File: src/rtl/xdk_pkg.sv
// Package for the XOR-distance k-closest list unit.
// Holds the request, response and cell types and the operation codes.
// Depends on nothing; every rtl file refers to it by scoped names.
package xdk_pkg;

   // Configuration port geometry: four 64-bit target registers at 8-byte spacing.
   localparam int CSR_ADDR_W = 5;
   localparam int CSR_DATA_W = 64;
   localparam int ID_W       = 256;

   // Operation codes of a request.
   typedef enum logic [1:0] {
      FUNC_CHECK  = 2'd0,
      FUNC_RECORD = 2'd1,
      FUNC_READ   = 2'd2,
      FUNC_CLEAR  = 2'd3
   } func_type;

   // Outcome codes of a response.
   typedef enum logic [2:0] {
      OUT_INSERTED  = 3'd0,
      OUT_DUPLICATE = 3'd1,
      OUT_DROPPED   = 3'd2,
      OUT_ZERO_ID   = 3'd3,
      OUT_NO_RECORD = 3'd4
   } outcome_type;

   // Target register indexes.
   typedef enum logic [1:0] {
      REG_TARGET0 = 2'd0,
      REG_TARGET1 = 2'd1,
      REG_TARGET2 = 2'd2,
      REG_TARGET3 = 2'd3
   } reg_index_type;

   typedef enum logic {
      ST_IDLE,
      ST_UPDATE
   } state_type;

   typedef struct packed {
      logic [1:0]  func;
      logic [63:0] id_word0;
      logic [63:0] id_word1;
      logic [63:0] id_word2;
      logic [63:0] id_word3;
      logic [31:0] peer_ip;
      logic [15:0] peer_port;
      logic [4:0]  read_index;
   } req_type;

   typedef struct packed {
      logic        closer;
      logic [2:0]  outcome;
      logic [4:0]  position;
      logic [4:0]  entry_count;
      logic [63:0] out_word0;
      logic [63:0] out_word1;
      logic [63:0] out_word2;
      logic [63:0] out_word3;
      logic [31:0] out_ip;
      logic [15:0] out_port;
      logic        entry_valid;
   } rsp_type;

   // One list entry as held in a cell.
   typedef struct packed {
      logic [ID_W-1:0] id;
      logic [31:0]     ip;
      logic [15:0]     port;
   } entry_type;

   // Strobes from the controller to every cell.
   typedef struct packed {
      logic capture;   // latch the distance comparison for a new request
      logic commit;    // perform the sorted insert
   } cell_ctrl_type;

endpackage

File: src/rtl/xdk_cell.sv
// One cell of the sorted list: holds an entry and compares it to a request.
// Uses xdk_pkg; instantiated in a chain by xor_distance_k_closest_list_unit.
module xdk_cell (
   input  logic                     clock,
   input  xdk_pkg::cell_ctrl_type   ctrl,
   input  logic [xdk_pkg::ID_W-1:0] target,
   input  logic [xdk_pkg::ID_W-1:0] req_id,
   input  logic                     occupied,
   input  xdk_pkg::entry_type       new_entry,
   input  xdk_pkg::entry_type       left_entry,
   input  logic                     left_run,
   output xdk_pkg::entry_type       entry,
   output logic                     run,
   output logic                     hold,
   output logic                     equal
);

   xdk_pkg::entry_type entry_ff, entry_in;
   logic               hold_ff, hold_in;
   logic               equal_ff, equal_in;
   logic [xdk_pkg::ID_W-1:0] dist_entry, dist_req;

   // Distance comparison against the incoming request.
   always_comb begin
      dist_entry = entry_ff.id ^ target;
      dist_req   = req_id ^ target;
      hold_in    = hold_ff;
      equal_in   = equal_ff;
      if (ctrl.capture) begin
         hold_in  = occupied && (dist_entry < dist_req);
         equal_in = occupied && (entry_ff.id == req_id);
      end
   end

   // A cell stays put while it and every cell before it hold nearer entries.
   // The first cell that breaks this run takes the new entry, and the cells
   // after it take their left neighbor's entry.
   always_comb begin
      entry_in = entry_ff;
      if (ctrl.commit && !run) begin
         if (left_run) begin
            entry_in = new_entry;
         end else begin
            entry_in = left_entry;
         end
      end
   end

   always_ff @(posedge clock) begin
      entry_ff <= entry_in;
      hold_ff  <= hold_in;
      equal_ff <= equal_in;
   end

   assign entry = entry_ff;
   assign run   = left_run && hold_ff;
   assign hold  = hold_ff;
   assign equal = equal_ff;

endmodule
File: config.mk
export PLATFORM = sky130hd
export DESIGN_NAME = xdk_cell
export DESIGN_NICKNAME = d
export VERILOG_FILES = /design/src/rtl/xdk_pkg.sv /design/src/rtl/xdk_cell.sv
export SDC_FILE = /design/constraint.sdc
export NUM_CORES = 1
export LEC_CHECK = 0
export BUFFER_PORTS_ARGS = -buffer_cell sky130_fd_sc_hd__buf_2
export CORE_AREA = 2 2 550 552
export DETAILED_ROUTE_END_ITERATION = 10
export DIE_AREA = 0 0 552 554
export GPL_ROUTABILITY_DRIVEN = 0
export PLACE_DENSITY = 0.3
export REMOVE_ABC_BUFFERS = 1
export SLEW_MARGIN = 20
export SYNTH_ARGS = -nofsm -noshare
export SYNTH_HDL_FRONTEND = slang
export SYNTH_SLANG_ARGS = --single-unit
File: constraint.sdc
create_clock -name clock -period 17.85 [get_ports clock]
set_input_delay 3.57 -clock clock [delete_from_list [all_inputs] [get_ports clock]]
set_output_delay 3.57 -clock clock [all_outputs]
set_load 0.005 [all_outputs]
==> metrics.md <==
| Metric | Value |
|---|---|
| Max Cap Viol | `0` |
| Synth unique cells | `78` |
| Min Tclk post-route | `8.161 ns` |
| Final setup violation count | `0` |
| Die Width | `552 um` |
| Setup crit end kind | `output pin` |
| FP Rows | `201` |
| Final Max Slew Viols | `0` |
| CP Max Fanout | `35` |
| All-Layer GR Usage | `12.61%` |
| Synth top area share | `40.26%` |
| Seq pwr share | `38.6%` |
| IO Count | `1432` |
| Synth area leader | `edfxtp_1` |
| Drt first pass iters | `5` |
| PortBufs | `1431` |
| Die area | `0.3058 mm^2` |
| Top cells by area, synth | `edfxtp_1, mux2_2, nor2b_1` |
| Psw | `0.8100 mW` |
| DP Area | `0.03506 mm^2` |
| Final period util | `45.72%` |
| # hold bufs at CTS | `0` |
| Fillers | `34460` |
| Worst-Margin Slew | `1.191 ns` |
| Total wire length | `201.1 mm` |
| Clock transition at path regs | `0.07 ns` |
| CTS root buf | `clkbuf_16` |
| Nets | `4781` |
| Post-synth EDFFs | `306` |
| Pwr per Cell Area | `67.06 mW/mm^2` |
| Die height | `554 um` |
| CTS tree | `built` |
| Setup CP Type | `input port to output pin` |
| Flops & latches, synth | `306` |
| Design area | `0.03670 mm^2` |
| Async set or reset register ratio after synthesis | `0%` |
| Max Clk Rate | `122.5 MHz` |
| Vias | `25220` |
| Clock skew | `0.04571 ns` |
| First-pass GRT wire length | `250.7 mm` |
| Core ar. | `0.2993 mm^2` |
| Final Hold Viols | `0` |
| Slew headroom | `20.01%` |
| Cts bufs inserted | `46` |
| Largest net degree at the start of global routing | `91` |
| Primary FF master, synth | `edfxtp_1` |
| Most common cell after layout, fill and taps aside | `buf_2` |
| Fin cells | `7731` |
| Post-synthesis cell count | `2192` |
| 1st-iter DRT viols | `1772` |
| Cells resized by post-CTS repair | `0` |
| Most frequent cells in the layout | `buf_2, mux2_2, edfxtp_1` |
| H-tree levels | `2` |
| Startpoint Class | `input port` |
| Post-Syn Area | `0.02283 mm^2` |
| Crit path required time | `14.28 ns` |
| Initial antenna violation count | `270` |
| LEAKAGE | `14.07 nW` |
| Layout cells sized above 1 | `51.72%` |
| Average wire per standard cell | `26.01 um` |
| Outcome | `completed` |
| CTS Sinks | `306` |
| Arrival time worst endpoint | `4.59 ns` |
| Syn-to-layout area delta | `60.77%` |
| Yosys Warn Count | `0` |
| Post-synthesis sequential area ratio | `40.26%` |
| Placed Cells | `7566` |
| RSZ-0062 raised after global routing | `false` |
| R2R Setup Slk | `12.55 ns` |
| Syn Area/Cell | `10.41 um^2` |
| Switching share of power | `32.92%` |
| Initial core utilization | `7.627%` |
| Gate power share | `23.4%` |
| DRC errors left | `0` |
| Vias in the first global route | `24530` |
| Hpwl dp | `182.8 mm` |
| Cell-internal power | `1.651 mW` |
| Max VDD drop | `73.01 uV` |
| Clock Path Buffers | `3` |
| Postcts setup bufs | `0` |
| Clock latency on the worst-skew pair | `0.72 ns` |
| Grt total ovfl | `0` |
| Hold Crit Class | `register to register` |
| Clock share of power | `37.9%` |
| Final antenna-violating net count | `0` |
| Drt via density | `3.262` |
## layout make-up
type	count	area (um^2)	share of cell area, %
antenna	84	210.2	0.5728
clock buffer	54	1202	3.277
clock inverter	27	224.0	0.6103
inverter	31	116.4	0.3171
multi-input combinational	1821	13480	36.72
sequential	306	9189	25.04
tap	3958	4952	13.50
timing repair buffer	1450	7327	19.97
## flip-flops by register name, indices dropped and copies added, names as in the netlist
name	flops
hold	1
equal	1
entry	304
## power by group through the flow
stage          Clock (mW)  Combinational [mW]  Sequential [mW]
4_1_cts             0.996               0.589            0.958
3_3_place_gp            0               0.587            0.970
5_1_grt              1.00               0.633            0.961
6_report            0.933               0.577            0.951
2_1_floorplan           0               0.245            0.936
3_5_place_dp            0               0.584            0.972
## layer usage
layer  vias up  GRT usage, %  routed length [um]
li1      11430             -                   -
met1     11640         14.28               75200
met2      1532         21.68               95220
met3       503         5.029               22470
met4       112         3.636                7479
met5         -             0                 694
## stage by stage
step / setup slack, ns / power [mW] / util [%] / hold WS (ns) / TNS [ns]
after global routing: 9.625 / 2.599 / 12.20 / 1.285 / 0
after detailed placement: 8.985 / 1.557 / 11.72 / 1.180 / 0
after CTS: 9.663 / 2.543 / 12.19 / 1.242 / 0
final: 9.689 / 2.461 / 12.26 / 1.207 / 0
after global placement: 8.436 / 1.557 / 11.71 / 1.186 / 0
after floorplan: -0.3110 / 1.180 / - / 0.8592 / -94.53
## cells by family after synthesis
| family | share of synthesized area [%] |
|---|---|
| DFF | 40.26 |
| buffers and inverters | 1.069 |
| AOI/OAI and AO/OA | 11.70 |
| xor gates and xnor gates | 5.295 |
| and+or+nand+nor | 25.09 |
| adders and majority gates | 0.4824 |
| muxes | 16.11 |
## worst max-delay path, cell delays in order
cell,delay [ns]
buf_8,0.26
and2_1,0.48
buf_2,0.23
## path summary, 6_finish.rpt
path / end / cells past startpoint / startpoint
max: run / 3 / left_run
min: equal$_DFFE_PP_ / 5 / entry[49]$_DFFE_PP_
max reg2reg: hold$_DFFE_PP_ / 9 / entry[300]$_DFFE_PP_
min reg2reg: equal$_DFFE_PP_ / 5 / entry[49]$_DFFE_PP_
## synth_stat cells, drive strengths merged (7+ instances only)
cell type,instances
nand3,33
a31oi,22
nor3b,45
o311ai,8
mux2,307
or3,9
o21ai,95
nand3b,93
o32ai,9
nand2,60
nand4,26
o21a,10
a21oi,142
or3b,62
o211ai,16
edfxtp,306
nor2,96
nor4,35
inv,31
and2,18
o21bai,11
xnor2,40
nor2b,199
a211oi,27
or2,13
o31ai,11
mux2i,22
and3b,21
maj3,11
nand2b,128
o22ai,7
clkbuf,34
nor3,55
xor2,98
(Power assumes the default switching activity.)
